===== src/rtl/kmp_substring_matcher_macros.svh =====
// assertion macros for the kmp substring matcher
// expects clk and rst_n in the scope where a macro is used
`ifndef KMP_SUBSTRING_MATCHER_MACROS_SVH
`define KMP_SUBSTRING_MATCHER_MACROS_SVH

// same-cycle implication, checked out of reset
`define KMP_ASSERT_IMPLY(lbl, ante, cons, msg) \
    lbl: assert property (@(posedge clk) disable iff (!rst_n) (ante) |-> (cons)) \
        else $error(msg);

// next-cycle implication, checked out of reset
`define KMP_ASSERT_NEXT(lbl, ante, cons, msg) \
    lbl: assert property (@(posedge clk) disable iff (!rst_n) (ante) |=> (cons)) \
        else $error(msg);

`endif


===== src/rtl/kmp_pkg.sv =====
// shared types and constants for the kmp substring matcher
// no dependencies
`default_nettype none

package kmp_pkg;

    localparam int MAX_PATTERN_DEF = 32;
    localparam int BYTE_W          = 8;

    // input queue between front and engine
    localparam int QUEUE_DEPTH = 2;
    localparam int QUEUE_PTR_W = $clog2(QUEUE_DEPTH);
    localparam int QUEUE_CNT_W = $clog2(QUEUE_DEPTH + 1);

    typedef enum logic
    {
        KIND_PATTERN = 1'b0,
        KIND_TEXT    = 1'b1
    } kind_t;

    typedef struct packed
    {
        kind_t              kind;
        logic [BYTE_W-1:0]  data;
        logic               last;
    } kmp_item_t;

    typedef struct packed
    {
        logic found;
        logic text_done;
        logic overflow;
    } kmp_result_t;

endpackage

`default_nettype wire


===== src/rtl/kmp_front.sv =====
// front end: accepts stream items, classifies them and queues them
// depends on kmp_pkg
`default_nettype none

module kmp_front
(
    input  wire logic                       clk,
    input  wire logic                       rst_n,
    input  wire logic                       s_axis_tvalid,
    output logic                            s_axis_tready,
    input  wire logic [kmp_pkg::BYTE_W-1:0] s_axis_tdata,
    input  wire logic                       s_axis_tuser,
    input  wire logic                       s_axis_tlast,
    output logic                            q_valid,
    output kmp_pkg::kmp_item_t              q_item,
    input  wire logic                       q_pop
);
    import kmp_pkg::*;

    kmp_item_t               entry_reg [QUEUE_DEPTH];
    logic [QUEUE_PTR_W-1:0]  wr_ptr_reg, wr_ptr_next;
    logic [QUEUE_PTR_W-1:0]  rd_ptr_reg, rd_ptr_next;
    logic [QUEUE_CNT_W-1:0]  count_reg, count_next;
    logic                    push;
    kmp_item_t               in_item;

    // classify: tuser selects pattern or text
    always_comb
    begin
        in_item.kind = s_axis_tuser ? KIND_TEXT : KIND_PATTERN;
        in_item.data = s_axis_tdata;
        in_item.last = s_axis_tlast;
    end

    assign s_axis_tready = (count_reg != QUEUE_CNT_W'(QUEUE_DEPTH));
    assign push          = s_axis_tvalid && s_axis_tready;
    assign q_valid       = (count_reg != '0);
    assign q_item        = entry_reg[rd_ptr_reg];

    always_comb
    begin
        wr_ptr_next = push  ? wr_ptr_reg + 1'b1 : wr_ptr_reg;
        rd_ptr_next = q_pop ? rd_ptr_reg + 1'b1 : rd_ptr_reg;
        count_next  = count_reg;
        if (push && !q_pop)
        begin
            count_next = count_reg + 1'b1;
        end
        else if (!push && q_pop)
        begin
            count_next = count_reg - 1'b1;
        end
    end

    always_ff @(posedge clk or negedge rst_n)
    begin
        if (!rst_n)
        begin
            wr_ptr_reg <= '0;
            rd_ptr_reg <= '0;
            count_reg  <= '0;
        end
        else
        begin
            wr_ptr_reg <= wr_ptr_next;
            rd_ptr_reg <= rd_ptr_next;
            count_reg  <= count_next;
        end
    end

    always_ff @(posedge clk)
    begin
        if (push)
        begin
            entry_reg[wr_ptr_reg] <= in_item;
        end
    end

endmodule

`default_nettype wire


===== src/rtl/kmp_engine.sv =====
// back end: pattern store, failure table and the kmp scan sequencer
// depends on kmp_pkg
`default_nettype none

module kmp_engine
#(
    parameter int MAX_PATTERN = kmp_pkg::MAX_PATTERN_DEF
)
(
    input  wire logic                 clk,
    input  wire logic                 rst_n,
    input  wire logic                 q_valid,
    input  wire kmp_pkg::kmp_item_t   q_item,
    output logic                      q_pop,
    output logic                      out_valid,
    input  wire logic                 out_ready,
    output kmp_pkg::kmp_result_t      out_result
);
    import kmp_pkg::*;

    localparam int IW = (MAX_PATTERN > 1) ? $clog2(MAX_PATTERN) : 1;
    localparam int LW = $clog2(MAX_PATTERN + 1);
    localparam logic [LW-1:0] MAX_LEN = LW'(MAX_PATTERN);

    typedef enum logic
    {
        ST_IDLE,
        ST_SCAN
    } state_t;

    logic [BYTE_W-1:0] pat_mem  [MAX_PATTERN];
    logic [IW-1:0]     fail_mem [MAX_PATTERN];
    logic [BYTE_W-1:0] rd_pat;
    logic [IW-1:0]     rd_fail;

    state_t            state_reg, state_next;
    logic [LW-1:0]     len_reg, len_next;
    logic [IW-1:0]     build_reg, build_next;
    logic [LW-1:0]     match_reg, match_next;
    logic              found_reg, found_next;
    logic              ovf_reg, ovf_next;
    logic              complete_reg, complete_next;
    logic              out_valid_reg, out_valid_next;
    kmp_result_t       out_reg, out_next;
    logic [IW-1:0]     k_reg, k_next;
    logic [BYTE_W-1:0] byte_reg, byte_next;
    logic              last_reg, last_next;
    logic              text_reg, text_next;

    logic              slot_free;
    logic              hit;
    logic [IW-1:0]     fb;
    logic [LW-1:0]     t_val;
    logic              full_match;
    logic              wr_en;
    logic [IW-1:0]     wr_addr;
    logic [BYTE_W-1:0] wr_pat;
    logic [IW-1:0]     wr_fail;
    logic [IW-1:0]     rd_fail_addr;
    logic [LW-1:0]     len_eff;
    logic [IW-1:0]     build_eff;
    logic              ovf_eff;

    assign slot_free  = !out_valid_reg || out_ready;
    assign q_pop      = (state_reg == ST_IDLE) && q_valid && slot_free;
    assign out_valid  = out_valid_reg;
    assign out_result = out_reg;

    // one fallback step per cycle
    assign hit        = (byte_reg == rd_pat);
    assign fb         = (rd_fail < k_reg) ? rd_fail : '0;
    assign t_val      = LW'(k_reg) + LW'(hit);
    assign full_match = (t_val >= len_reg);

    always_comb
    begin
        state_next     = state_reg;
        len_next       = len_reg;
        build_next     = build_reg;
        match_next     = match_reg;
        found_next     = found_reg;
        ovf_next       = ovf_reg;
        complete_next  = complete_reg;
        out_valid_next = out_valid_reg && !out_ready;
        out_next       = out_reg;
        k_next         = k_reg;
        byte_next      = byte_reg;
        last_next      = last_reg;
        text_next      = text_reg;
        wr_en          = 1'b0;
        wr_addr        = len_reg[IW-1:0];
        wr_pat         = byte_reg;
        wr_fail        = t_val[IW-1:0];

        // a pattern byte after a complete pattern starts over
        len_eff   = complete_reg ? '0 : len_reg;
        build_eff = complete_reg ? '0 : build_reg;
        ovf_eff   = complete_reg ? 1'b0 : ovf_reg;

        case (state_reg)
            ST_IDLE:
            begin
                if (q_pop)
                begin
                    byte_next = q_item.data;
                    last_next = q_item.last;
                    text_next = (q_item.kind == KIND_TEXT);
                    if (q_item.kind == KIND_PATTERN)
                    begin
                        len_next      = len_eff;
                        build_next    = build_eff;
                        ovf_next      = ovf_eff;
                        complete_next = 1'b0;
                        if (complete_reg)
                        begin
                            match_next = '0;
                            found_next = 1'b0;
                        end
                        if (len_eff == '0)
                        begin
                            // first byte: table entry is zero
                            wr_en          = 1'b1;
                            wr_addr        = '0;
                            wr_pat         = q_item.data;
                            wr_fail        = '0;
                            build_next     = '0;
                            len_next       = LW'(1);
                            complete_next  = q_item.last;
                            out_next       = '{found: 1'b0, text_done: 1'b0, overflow: ovf_eff};
                            out_valid_next = 1'b1;
                        end
                        else if (len_eff < MAX_LEN)
                        begin
                            k_next     = build_eff;
                            state_next = ST_SCAN;
                        end
                        else
                        begin
                            // past capacity: drop the byte
                            ovf_next       = 1'b1;
                            complete_next  = q_item.last;
                            out_next       = '{found: 1'b0, text_done: 1'b0, overflow: 1'b1};
                            out_valid_next = 1'b1;
                        end
                    end
                    else
                    begin
                        if (found_reg || !complete_reg || ovf_reg || (len_reg == '0))
                        begin
                            out_next       = '{found: found_reg, text_done: q_item.last,
                                               overflow: ovf_reg};
                            out_valid_next = 1'b1;
                            if (q_item.last)
                            begin
                                match_next = '0;
                                found_next = 1'b0;
                            end
                        end
                        else
                        begin
                            k_next     = match_reg[IW-1:0];
                            state_next = ST_SCAN;
                        end
                    end
                end
            end
            ST_SCAN:
            begin
                if ((k_reg != '0) && !hit)
                begin
                    k_next = fb;
                end
                else
                begin
                    state_next     = ST_IDLE;
                    out_valid_next = 1'b1;
                    if (!text_reg)
                    begin
                        wr_en         = 1'b1;
                        build_next    = t_val[IW-1:0];
                        len_next      = len_reg + 1'b1;
                        complete_next = last_reg;
                        out_next      = '{found: 1'b0, text_done: 1'b0, overflow: ovf_reg};
                    end
                    else
                    begin
                        match_next = full_match ? len_reg : t_val;
                        found_next = full_match;
                        out_next   = '{found: full_match, text_done: last_reg,
                                       overflow: ovf_reg};
                        if (last_reg)
                        begin
                            match_next = '0;
                            found_next = 1'b0;
                        end
                    end
                end
            end
            default:
            begin
                state_next = ST_IDLE;
            end
        endcase
    end

    assign rd_fail_addr = k_next - 1'b1;

    always_ff @(posedge clk or negedge rst_n)
    begin
        if (!rst_n)
        begin
            state_reg     <= ST_IDLE;
            len_reg       <= '0;
            build_reg     <= '0;
            match_reg     <= '0;
            found_reg     <= 1'b0;
            ovf_reg       <= 1'b0;
            complete_reg  <= 1'b0;
            out_valid_reg <= 1'b0;
            out_reg       <= '0;
            k_reg         <= '0;
            byte_reg      <= '0;
            last_reg      <= 1'b0;
            text_reg      <= 1'b0;
        end
        else
        begin
            state_reg     <= state_next;
            len_reg       <= len_next;
            build_reg     <= build_next;
            match_reg     <= match_next;
            found_reg     <= found_next;
            ovf_reg       <= ovf_next;
            complete_reg  <= complete_next;
            out_valid_reg <= out_valid_next;
            out_reg       <= out_next;
            k_reg         <= k_next;
            byte_reg      <= byte_next;
            last_reg      <= last_next;
            text_reg      <= text_next;
        end
    end

    // pattern store and failure table, read registered at the next prefix
    always_ff @(posedge clk)
    begin
        if (wr_en)
        begin
            pat_mem[wr_addr]  <= wr_pat;
            fail_mem[wr_addr] <= wr_fail;
        end
        rd_pat  <= pat_mem[k_next];
        rd_fail <= fail_mem[rd_fail_addr];
    end

endmodule

`default_nettype wire


===== src/rtl/kmp_substring_matcher.sv =====
// streaming kmp substring matcher: top level
// depends on kmp_pkg, kmp_front, kmp_engine and kmp_substring_matcher_macros.svh
//
// usage
//   slave side takes one byte per item: tuser low loads a pattern byte, tuser high
//   scans a text byte; tlast marks the final byte of the pattern or of the text
//   every item gives exactly one result on the master side: tdata bit 0 is found
//   (sticky within a text), bit 1 is pattern overflow, tlast is text done
//   a pattern byte after a finished pattern starts a new pattern
// queueing and pacing
//   items enter a two-entry queue, the engine takes one item at a time
//   pattern byte zero, dropped overflow bytes and text bytes that cannot match
//   are answered from the idle state, the result registered as the engine takes them
//   other bytes go on to a scan state that walks the failure-table fallbacks
//   for that byte: one memory read per fallback step sets the pace;
//   over a text, fallbacks never outnumber advances
// reset and stalls
//   reset clears the queue, the pattern length and all match state; pattern
//   store and failure table keep stale data and are only read below the length
//   a stalled result holds in the output register while the queue keeps
//   filling; tready drops only once the queue is full
`default_nettype none

`include "kmp_substring_matcher_macros.svh"

module kmp_substring_matcher
#(
    parameter int MAX_PATTERN = kmp_pkg::MAX_PATTERN_DEF
)
(
    input  wire logic                       clk,
    input  wire logic                       rst_n,
    input  wire logic                       s_axis_tvalid,
    output logic                            s_axis_tready,
    input  wire logic [kmp_pkg::BYTE_W-1:0] s_axis_tdata,   // [7:0] data_byte
    input  wire logic                       s_axis_tuser,   // [0] mode
    input  wire logic                       s_axis_tlast,   // last_flag
    output logic                            m_axis_tvalid,
    input  wire logic                       m_axis_tready,
    output logic [7:0]                      m_axis_tdata,   // [0] found, [1] pattern_overflow
    output logic                            m_axis_tlast    // text_done
);
    import kmp_pkg::*;

    logic        q_valid;
    kmp_item_t   q_item;
    logic        q_pop;
    kmp_result_t result;
    logic        out_stall;
    logic        out_hit;

    // front: classify and queue incoming items
    kmp_front u_front
    (
        .clk           (clk),
        .rst_n         (rst_n),
        .s_axis_tvalid (s_axis_tvalid),
        .s_axis_tready (s_axis_tready),
        .s_axis_tdata  (s_axis_tdata),
        .s_axis_tuser  (s_axis_tuser),
        .s_axis_tlast  (s_axis_tlast),
        .q_valid       (q_valid),
        .q_item        (q_item),
        .q_pop         (q_pop)
    );

    // back: table build and text scan, result register
    kmp_engine
    #(
        .MAX_PATTERN (MAX_PATTERN)
    )
    u_engine
    (
        .clk        (clk),
        .rst_n      (rst_n),
        .q_valid    (q_valid),
        .q_item     (q_item),
        .q_pop      (q_pop),
        .out_valid  (m_axis_tvalid),
        .out_ready  (m_axis_tready),
        .out_result (result)
    );

    assign m_axis_tdata = {6'b0, result.overflow, result.found};
    assign m_axis_tlast = result.text_done;

    // result waiting on the receiver, and a result that reports a match
    assign out_stall = m_axis_tvalid && !m_axis_tready;
    assign out_hit   = m_axis_tvalid && m_axis_tdata[0];

    // engine never pulls from an empty queue
    `KMP_ASSERT_IMPLY(a_pop_nonempty, q_pop, q_valid, "engine popped an empty queue")
    // engine holds off while a result is stalled
    `KMP_ASSERT_IMPLY(a_stall_no_pop, out_stall, !q_pop, "pop during output stall")
    // an overflowed pattern can never report a match
    `KMP_ASSERT_IMPLY(a_found_no_ovf, out_hit, !m_axis_tdata[1], "found with overflowed pattern")

endmodule

`default_nettype wire


===== config.mk =====
export PLATFORM = sky130hd
export DESIGN_NAME = kmp_substring_matcher
export DESIGN_NICKNAME = d
export VERILOG_FILES = /design/src/rtl/kmp_pkg.sv /design/src/rtl/kmp_front.sv /design/src/rtl/kmp_engine.sv /design/src/rtl/kmp_substring_matcher.sv
export VERILOG_INCLUDE_DIRS = /design/src /design/src/rtl
export SDC_FILE = /design/constraint.sdc
export NUM_CORES = 1
export LEC_CHECK = 0
export BUFFER_PORTS_ARGS = -buffer_cell sky130_fd_sc_hd__clkbuf_2
export CORE_AREA = 2 2 200 202
export CTS_BUF_LIST = sky130_fd_sc_hd__clkbuf_4 sky130_fd_sc_hd__clkbuf_8 sky130_fd_sc_hd__clkbuf_16
export DETAILED_ROUTE_END_ITERATION = 8
export DIE_AREA = 0 0 202 204
export MAX_ROUTING_LAYER = met4
export PLACE_DENSITY = 0.67
export SETUP_SLACK_MARGIN = 0.05
export SKIP_LAST_GASP = 1
export SLEW_MARGIN = 10
export SYNTH_ARGS = -nofsm -noshare
export SYNTH_HDL_FRONTEND = slang
export SYNTH_SLANG_ARGS = --single-unit

===== constraint.sdc =====
create_clock -name clk -period 7.34 [get_ports clk]
set_clock_uncertainty 0.15 [all_clocks]
set_input_delay 0.367 -clock clk [delete_from_list [all_inputs] [get_ports clk]]
set_output_delay 0.367 -clock clk [all_outputs]
set_load 0.02 [all_outputs]

==> Word-level counts from Yosys, hierarchy flattened <==
Memory sizes are Yosys's and may differ from the RTL's. A register that Yosys moved wholly into a read port is not among the register bits.
Cells that the tools add are included.
{ "word_totals": {"inputBits": 14, "word_cells": 169, "out_inout_bits": 11, "n_memories": 3, "register_bits": 43, "ramBits": 436} }
{ "memory_table": {"columns": ["name", "depth", "word_bits", "read_ports", "rd_clocked_by_memory_dff", "wr", "line_no", "text"], "rows": [
  ["u_engine.pat_mem", 32, 8, 1, 1, 1, "kmp_engine.sv:31", "logic [BYTE_W-1:0] pat_mem [MAX_PATTERN];"],
  ["u_engine.fail_mem", 32, 5, 1, 1, 1, "kmp_engine.sv:32", "logic [IW-1:0] fail_mem [MAX_PATTERN];"],
  ["u_front.entry_reg", 2, 10, 1, 0, 1, "kmp_front.sv:20", "kmp_item_t entry_reg [QUEUE_DEPTH];"]
]} }
{ "op_classes": {"n_eq_ne": 11, "magnitude_cmp": 3, "bitwise": 2, "addsub": 7, "reduce_logical": 27, "muxes": 98} }
{ "ops": {"columns": ["operator", "n"], "rows": [
  ["5-bit 2-to-1 mux", 30],
  ["1-bit 2-to-1 mux", 39],
  ["6-bit 2-to-1 mux", 6],
  ["8-bit 2-to-1 mux", 4],
  ["5-bit one-hot mux with 2 select lines", 3],
  ["3-bit 2-to-1 mux", 7],
  ["6-bit logical NOT", 2],
  ["2-bit != test, second input constant", 6],
  ["6-bit one-hot mux with 2 select lines", 1],
  ["1-bit one-hot mux with 2 select lines", 5],
  ["8-bit == test", 1],
  ["4-bit AND reduction", 2],
  ["1-bit logical AND", 7],
  ["5-bit by 1-bit adder with 6-bit output", 1],
  ["6-bit by 1-bit adder with 6-bit output, second input constant", 1],
  ["6-bit greater-or-equal comparator", 1],
  ["1-bit logical NOT", 6],
  ["6-bit less-than comparator, second input constant", 1],
  ["3-bit != test, second input constant", 2],
  ["3-bit one-hot mux with 2 select lines", 1],
  ["6-bit AND reduction", 1],
  ["5-bit less-than comparator", 1],
  ["5-bit nonzero test", 1],
  ["5-bit by 1-bit subtractor with 5-bit output, second input constant", 1],
  ["11 further kinds", 18]
]} }

==> Depth between registers and ports, before layout <==
Gate-level depths: netlist of the first run.
{ "depth": {"ltp_word": 9, "mapped_depth": 17, "mapped_depth_nobuf": 16} }

==> Hierarchy <==
Synthesis of the first run repeated with hierarchy kept, for this count alone.
{ "unflattened": {"cells_unflattened": 1302, "hier_area_um2": 20208.1} }
{ "by_module_without_submodules": {"columns": ["module", "seq_area_each_um2", "instances", "cells_per_inst", "area_each_um2"], "rows": [
  ["kmp_engine", 13728.2, 1, 1246, 19225.9],
  ["kmp_front", 700.7, 1, 49, 933.4],
  ["kmp_substring_matcher", 0.0, 1, 7, 48.8]
]} }

==> Least setup slack after synthesis of the first run <==
OpenSTA, ideal clock, no wires.
{ "synth_timing": {"path_kind": "flip-flop to flip-flop", "startpoint": "reg u_engine.len_reg[1]", "endpoint": "reg u_engine.rd_fail[0] (read register of u_engine.fail_mem)", "setup_slack_ps": 3033, "path_stages_with_launch": 17, "setup_ps": 126, "synth_period_minus_slack_ps": 4307, "t_arrival_ps": 4030, "n_path_buf": 5, "path_cell_list": "dfrtp_1 -> clkbuf_1 -> inv_1 -> ha_1 -> a211oi_2 -> o21ai_2 -> a22oi_2 -> a21oi_4 -> inv_2 -> buf_2 -> clkbuf_1 -> ha_1 -> clkbuf_1 -> clkbuf_1 -> mux4_2 -> a221oi_1 -> a21oi_1"} }
{ "synth_between": {"elab_chain_len": 8, "word_cells_on_any_way": 12, "cone_classes": "add/sub: 1; order compare: 1; mux: 7; reduce/logical: 3"} }
{ "synth_lines": {"columns": ["element", "line_no", "text"], "rows": [
  ["start: declaration", "kmp_engine.sv:37", "logic [LW-1:0] len_reg, len_next;"],
  ["start signal: assignment", "kmp_engine.sv:229", "len_reg <= len_next;"],
  ["6-bit 2-to-1 mux", "kmp_engine.sv:96", "len_eff = complete_reg ? '0 : len_reg;"],
  ["6-bit less-than comparator", "kmp_engine.sv:132", "else if (len_eff < MAX_LEN)"],
  ["5-bit 2-to-1 mux", "kmp_engine.sv:132", null],
  ["5-bit 2-to-1 mux", "kmp_engine.sv:119", "if (len_eff == '0)"],
  ["5-bit 2-to-1 mux (*)", "kmp_engine.sv:108", "if (q_item.kind == KIND_PATTERN)"],
  ["5-bit 2-to-1 mux (*)", "kmp_engine.sv:103", "if (q_pop)"],
  ["5-bit one-hot mux with 2 select lines (*)", "kmp_engine.sv:100", "case (state_reg)"],
  ["5-bit by 1-bit subtractor with 5-bit output (*)", "kmp_engine.sv:206", "assign rd_fail_addr = k_next - 1'b1;"],
  ["end: declaration", "kmp_engine.sv:34", "logic [IW-1:0] rd_fail;"]
]} }
Every way passes the cells marked *; elsewhere a longest branch is shown, timed or not.
A chain may end at the register's enable or synchronous reset.

==> Worst setup path after layout of the first run <==
{ "layout_timing": {"startpoint": "reg u_front.rd_ptr_reg", "endpoint": "reg u_engine.rd_fail[2] (read register of u_engine.fail_mem)"} }
{ "layout_between": {"elab_chain_len": 5} }
{ "layout_lines": {"columns": ["element", "line_no", "text"], "rows": [
  ["start: declaration", "kmp_front.sv:22", "logic [QUEUE_PTR_W-1:0] rd_ptr_reg, rd_ptr_next;"],
  ["start signal: assignment", "kmp_front.sv:66", "rd_ptr_reg <= rd_ptr_next;"],
  ["memory read 2 x 10 bit", null, null],
  ["5-bit 2-to-1 mux", "kmp_engine.sv:108", null],
  ["5-bit 2-to-1 mux", "kmp_engine.sv:103", null],
  ["5-bit one-hot mux with 2 select lines", "kmp_engine.sv:100", null],
  ["5-bit by 1-bit subtractor with 5-bit output", "kmp_engine.sv:206", null]
]} }
No other way between the ends.

==> summary.md, run 1 <==
| Metric | Value |
|---|---|
| Clk Tree Root Cell | clkbuf_16 |
| Max Cap Viol | 0 |
| Crit Path Category | reg -> reg |
| Critical-path cell list | mux2i_1, a211oi_2, o21ai_2, a22oi_2, a21oi_4, buf_4, buf_4, mux4_2, a221oi_1, a21oi_1 |
| Tmin final | 4.908 ns |
| Die area | about 41000 sq um |
| Vias per inst | 6.038 |
| Final Hold Viols | 0 |
| Synth Flop Type | edfxtp_1 |
| Vias | around 12000 |
| Worst Path Required | 7.65 ns |
| Post-route DRC | 0 |
| Ant diodes | 0 |
| Share of layout cells above drive strength 1 | 17.55% |
| Initial drt markers | around 1300 |
| Maximum root-to-sink buffer count | 3 |
| First-pass GRT wire length | 70.18 mm |
| Initial Util | between 50% and 60% |
| Multiplexer share of the synthesized area | slightly above 7% |
| Largest family of logic cells by synthesized area | compound AO/OA/AOI/OAI gates |
| Met2 Usage GRT | around 36% |
| Reg2reg setup slack | roughly 2.4 ns |
| Async SR Flop Fraction | 8.740% |
| Drt first pass iters | 6 |
| Final cell count without fillers | around 1900 |
| Crit path max-delay family | buffers and inverters |
| Sink Count | just under 500 |
| WP buf/inv | 2 |
| HP Class | in -> async |
| Area of the mapped netlist | 20070 sq um |
| Slew at the pin with the worst max-slew slack | 1.285 ns |
| Final TNS setup | 0 ns |
| CTS H-Tree Depth | 2 |
| Slew HR | around 14% |
| Initial antenna violation count | 0 |
| Crit share post-route | 66.87% |
| Worst path slowest cell | dfrtp_1 |
| Largest net degree at the start of global routing | 81 |
| HPWL after DPL | approximately 28 mm |
| Grt ovf | 0 |
| Arr. time, crit path | between 5 and 6 ns |
| # rows | 73 |
| Outcome | finished, final reports clean |
| Clock-pin transition on the worst setup and hold timing paths | about 0.060 ns |
| Post-Synth Adder-Cell Area | less than 1% |
| Largest stage delay on the critical path | between 0.7 and 0.8 ns |
| Crit path max fanout | 60 |
| Mean Syn Cell Area | about 15 sq um |
| Placed Cells incl. Taps | about 1800 |
| Count of cell types in the netlist | 68 |
| Gate Count Post-Synth | ~1300 |
| Nets | around 1400 |
| Synth Area in Compound Gates | around 9% |
| M3 GR Usage | about 4.8% |
| Most frequent CP cell | buf_4 |
| Highest Clock Rate | around 200 MHz |
| RSZ-0062 raised after global routing | no |
| Vias in the first global route | around 11000 |
| Yosys warning total | 0 |
| Crit end category | register |
| Die X | around 200 um |
| Worst R2R Path Depth | 10 |
| Met1 Resource Use GR | 32.13% |
| Post-synthesis xor/xnor area fraction | less than 1% |
| Buffers on Ports | 18 |
| Largest register FFs | between 200 and 300 |
| # setup viols final | 0 |
| Post-CTS Setup Inserts | 0 |
| Die H | between 200 and 250 um |
| Final Slew Violations | 0 |
| Synth Area in Simple Gates | a little under 8% |
| Post-route antenna net violation count | 0 |
| Worst skew pair latency | about 0.60 ns |
| Area grow syn2layout | 12.81% |
| Post-synth EDFFs | 436 |
| Reg-to-Reg End | u_engine.rd_fail[2] |
| Inserted Clock Buffers | between 40 and 50 |
| Top Usage Layer GRT | met2 |
| Core Area | slightly below 40000 sq um |
| CTS tree | built |
| Total Routing Usage GR | 23.51% |
| Sequential area share after synthesis | between 70 and 80% |
| I/O pin count | 25 |
| Drt wl/cell | roughly 24 um |
| Drt total wl | 46.26 mm |
| Startpoint types | register |
| Routability congestion estimate | approximately 0.89 |
| FF+latch count, synth | a little under 500 |
| Worst r2r src | u_front.rd_ptr_reg |
==> cell families after synthesis <==
family                     count (synthesis)
adders and majority gates                 16
muxes                                     94
buffers and inverters                     92
AOI/OAI and AO/OA                        235
DFF                                      492
and+or+nand+nor                          359
xor gates and xnor gates                  21
other                                      1
==> worst reg2reg max path, stage by stage, from the launching register on <==
cell	delay (ns)
dfrtp_1	0.75
mux2i_1	0.61
a211oi_2	0.16
o21ai_2	0.20
a22oi_2	0.15
a21oi_4	0.23
buf_4	0.67
buf_4	0.81
mux4_2	0.63
a221oi_1	0.34
a21oi_1	0.07
==> synth_stat cells, types with 16 or more instances <==
cell type / instances / area [sq um]
a21oi_1: 21 / 105.1
nand3_1: 50 / 250.2
clkbuf_1: 35 / 131.4
xnor2_1: 18 / 157.7
o21ai_0: 54 / 270.3
mux2i_1: 53 / 530.5
nand2_1: 193 / 724.4
inv_1: 16 / 60.06
a221oi_1: 17 / 148.9
nor2_1: 50 / 187.7
nor3_1: 19 / 95.09
ha_1: 16 / 200.2
a22oi_1: 24 / 180.2
mux4_2: 40 / 900.9
dfrtp_1: 43 / 1076
edfxtp_1: 436 / 13090
a31oi_1: 18 / 112.6
a32oi_1: 24 / 210.2
==> repair_timing <==
item | in CTS | in global routing
hold buffers | 13 | 0
gates resized for setup | 0 | 0
hold endpoints to repair | 65 | 0
==> worst max path at each step <==
stage | startpoint | cells past startpoint | end | slack [ns]
6_report | u_front.rd_ptr_reg | 10 | u_engine.rd_fail[2] | 2.43
5_1_grt | u_front.rd_ptr_reg | 10 | u_engine.rd_fail[2] | 2.09
4_1_cts | u_engine.state_reg | 10 | u_engine.rd_fail[3] | 2.10
3_5_place_dp | u_engine.state_reg | 10 | u_engine.rd_fail[1] | 2.16
3_3_place_gp | u_engine.state_reg | 9 | u_engine.rd_fail[0] | 2.31
2_1_floorplan | u_engine.len_reg[1] | 16 | u_engine.rd_fail[0] | 3.03
==> cell type report <==
class | instances | area, sq um
clock buffers | 68 | 1435
repair buffers | 66 | 483.0
fillers | 2928 | 16550
multi-input cells | 731 | 5379
inverters | 22 | 90.09
clock inverters | 23 | 165.2
well taps | 525 | 656.9
flip-flops and latches | 492 | 14430
==> layer usage <==
layer | part of all wire, % | up-vias
li1 | - | 5201
met1 | 42 | 5864
met2 | 47 | 493
met3 | 8.3 | 78
met4 | 2.8 | 0
met5 | 0 | -
==> stage by stage <==
step	hold WS (ns)	utilization (%)	setup WS, ns	cell area, sq um
final	0.3180	57.77	2.432	22640
after global routing	0.3286	57.77	2.094	22640
after CTS	0.3175	57.75	2.095	22630
after detailed placement	0.3192	53.33	2.157	20900
after global placement	0.3117	53.33	2.311	20900
after floorplan	-0.07859	-	3.033	20090
==> layout by cell type (no fill, tap or decap), types with 16 or more instances in the layout <==
master     instances
a32oi_1           24
mux4_2            40
edfxtp_1         436
nor2_2            17
mux2i_1           53
o21ai_0           46
nand3_1           50
buf_4             35
nor2_1            32
dfrtp_1           43
clkbuf_16         51
a31oi_1           18
a21oi_1           21
inv_1             16
a221oi_1          17
clkbuf_2          17
a22oi_1           24
nand2_1          193
xnor2_1           18
Power of run 1 is left out: the tool's default activity adds up to more than one toggle a clock period on the data nets, which glitch-free logic cannot reach.
==> run 2: changes to the inputs <==
==> constraint.sdc (replaced) <==
create_clock -name clk -period 4.8 [get_ports clk]
set_clock_uncertainty 0.15 [all_clocks]
set_input_delay 0.24 -clock clk [delete_from_list [all_inputs] [get_ports clk]]
set_output_delay 0.24 -clock clk [all_outputs]
set_load 0.02 [all_outputs]
==> summary.md, run 2 (synthesis results as in run 1) <==
| Metric | Value |
|---|---|
| # setup viols final | 0 (unchanged) |
| Reg-to-Reg End | u_engine.rd_fail[1] (was u_engine.rd_fail[2]) |
| Drt first pass iters | 6 (unchanged) |
| Routability congestion estimate | 0.9304 (was 0.8901) |
| Share of layout cells above drive strength 1 | 19.01% (was 17.55%) |
| Worst Path Required | 5.10 ns (was 7.65 ns) |
| Initial drt markers | 1361 (was 1343) |
| Tmin final | 4.086 ns (was 4.908 ns) |
| Clock-pin transition on the worst setup and hold timing paths | 0.06 ns (about the same) |
| Sink Count | 492 (unchanged) |
| CTS H-Tree Depth | 2 (unchanged) |
| Largest net degree at the start of global routing | 105 (was 81) |
| Max Cap Viol | 0 (unchanged) |
| Die X | 202 um (unchanged) |
| Highest Clock Rate | 244.8 MHz (was 203.7 MHz) |
| CTS tree | built (unchanged) |
| First-pass GRT wire length | 71.95 mm (was 70.18 mm) |
| Worst r2r src | u_engine.complete_reg (was u_front.rd_ptr_reg) |
| Post-CTS Setup Inserts | 0 (unchanged) |
| Vias per inst | 6.079 (was 6.038) |
| Final Hold Viols | 0 (unchanged) |
| I/O pin count | 25 (unchanged) |
| Crit path max fanout | 40 (was 60) |
| Core Area | 39180 sq um (unchanged) |
| Final Slew Violations | 0 (unchanged) |
| Nets | 1425 (was 1392) |
| Area grow syn2layout | 15.26% (was 12.81%) |
| Slew at the pin with the worst max-slew slack | 1.272 ns (was 1.285 ns) |
| Startpoint types | register (unchanged) |
| Total Routing Usage GR | 24.10% (was 23.51%) |
| Commonest cells after routing, fill and taps aside | 436 x edfxtp_1, 193 x nand2_1, 64 x buf_4 (was 436 x edfxtp_1, 193 x nand2_1, 53 x mux2i_1) |
| Crit share post-route | 85.12% (was 66.87%) |
| Inserted Clock Buffers | 49 (unchanged) |
| RSZ-0062 raised after global routing | no (unchanged) |
| Die area | 41210 sq um (unchanged) |
| Reg2reg setup slack | 0.71 ns (was 2.43 ns) |
| Initial Util | 51.21% (unchanged) |
| # fillers | 2962 (was 2928) |
| HPWL after DPL | 29.58 mm (was 28.38 mm) |
| Ant diodes | 0 (unchanged) |
| Worst skew pair latency | 0.58 ns (was 0.60 ns) |
| Slew HR | 15.23% (was 14.01%) |
| Initial antenna violation count | 0 (unchanged) |
| Outcome | finished, final reports clean (unchanged) |
| Clk Tree Root Cell | clkbuf_16 (unchanged) |
| # rows | 73 (unchanged) |
| Largest register FFs | 256 (unchanged) |
| Drt total wl | 47.50 mm (was 46.26 mm) |
| Crit Path Category | reg -> reg (unchanged) |
| Vias | 11920 (was 11640) |
| Final TNS setup | 0 ns (unchanged) |
| Die H | 204 um (unchanged) |
| Drt wl/cell | 24.22 um (was 24.01 um) |
| Post-route DRC | 0 (unchanged) |
| Maximum root-to-sink buffer count | 3 (unchanged) |
| Worst R2R Path Depth | 11 (was 10) |
| Vias in the first global route | 11480 (was 11260) |
| Arr. time, crit path | 4.38 ns (was 5.22 ns) |
| Buffers on Ports | 18 (unchanged) |
| HP Class | in -> async (unchanged) |
| Most common library cell in the layout ignoring fill and taps | edfxtp_1 (unchanged) |
| Crit end category | register (unchanged) |
| Grt ovf | 0 (unchanged) |
| Post-route antenna net violation count | 0 (unchanged) |
## run 2: cell types whose count changed in the layout (fill, tap and decap cells not counted), sizes merged
cell and delta:
buf +33, bufinv +9, clkinv -8
## run 2: how the worst max path moves through the flow
stage / depth (start not counted) / endpoint / start / slack (ns)
6_report: 11 / u_engine.rd_fail[1] / u_engine.complete_reg / 0.71
5_1_grt: 12 / u_engine.rd_fail[3] / u_engine.len_reg[2] / 0.47
4_1_cts: 11 / u_engine.rd_fail[1] / u_engine.complete_reg / 0.72
3_5_place_dp: 11 / u_engine.rd_fail[1] / u_engine.complete_reg / 0.75
3_3_place_gp: 12 / u_engine.rd_fail[3] / u_front.rd_ptr_reg / 0.82
2_1_floorplan: 16 / u_engine.rd_fail[0] / u_engine.len_reg[1] / 0.49
## run 2: what timing repair did
item	CTS	global route
hold endpoints to repair	66	0
gates resized for setup	0	0
hold buffers	13	0
setup endpoints to repair	0	0
## run 2: layer usage
| layer | share of wire [%] | wire (um) | GRT usage, % |
|---|---|---|---|
| met1 | 43 | 20380 | 34.19 |
| met2 | 47 | 22250 | 36.94 |
| met3 | 7.9 | 3737 | 3.428 |
| met4 | 2.4 | 1126 | 6.644 |
| met5 | 0 | 0 | - |
## run 2: final cells by class
| class | count | area (sq um) | area share, % |
|---|---|---|---|
| flip-flops and latches | 492 | 14430 | 62.38 |
| multi-input cells | 731 | 5336 | 23.07 |
| clock buffers | 68 | 1459 | 6.307 |
| repair buffers | 99 | 780.7 | 3.376 |
| well taps | 525 | 656.9 | 2.840 |
| clock inverters | 24 | 377.9 | 1.634 |
| inverters | 22 | 90.09 | 0.3895 |
## run 2: worst max-delay path, stage by stage, from the launching register on
cell and delay (ns):
dfrtp_1 0.54, or3b_1 0.46, a211oi_2 0.43, o21ai_2 0.12, and2_4 0.23, a221oi_4 0.47, ha_1 0.27, buf_12 0.26
mux4_2 0.34, a221o_1 0.36, a221oi_1 0.23, a21oi_1 0.07
## run 2: metrics by stage
| step | cells | utilization [%] | cell area, sq um | setup slack [ns] | hold slack, ns |
|---|---|---|---|---|---|
| floorplan | 1315 | - | 20090 | 0.4931 | -0.2056 |
| global placement | 1856 | 54.01 | 21160 | 0.8185 | 0.2786 |
| detailed placement | 1856 | 54.01 | 21160 | 0.7474 | 0.2852 |
| CTS | 1961 | 59.03 | 23130 | 0.7209 | 0.2115 |
| global route | 1961 | 59.03 | 23130 | 0.4731 | 0.2324 |
| finish | 1961 | 59.03 | 23130 | 0.7144 | 0.2256 |
Power of run 2 is left out for the same reason.
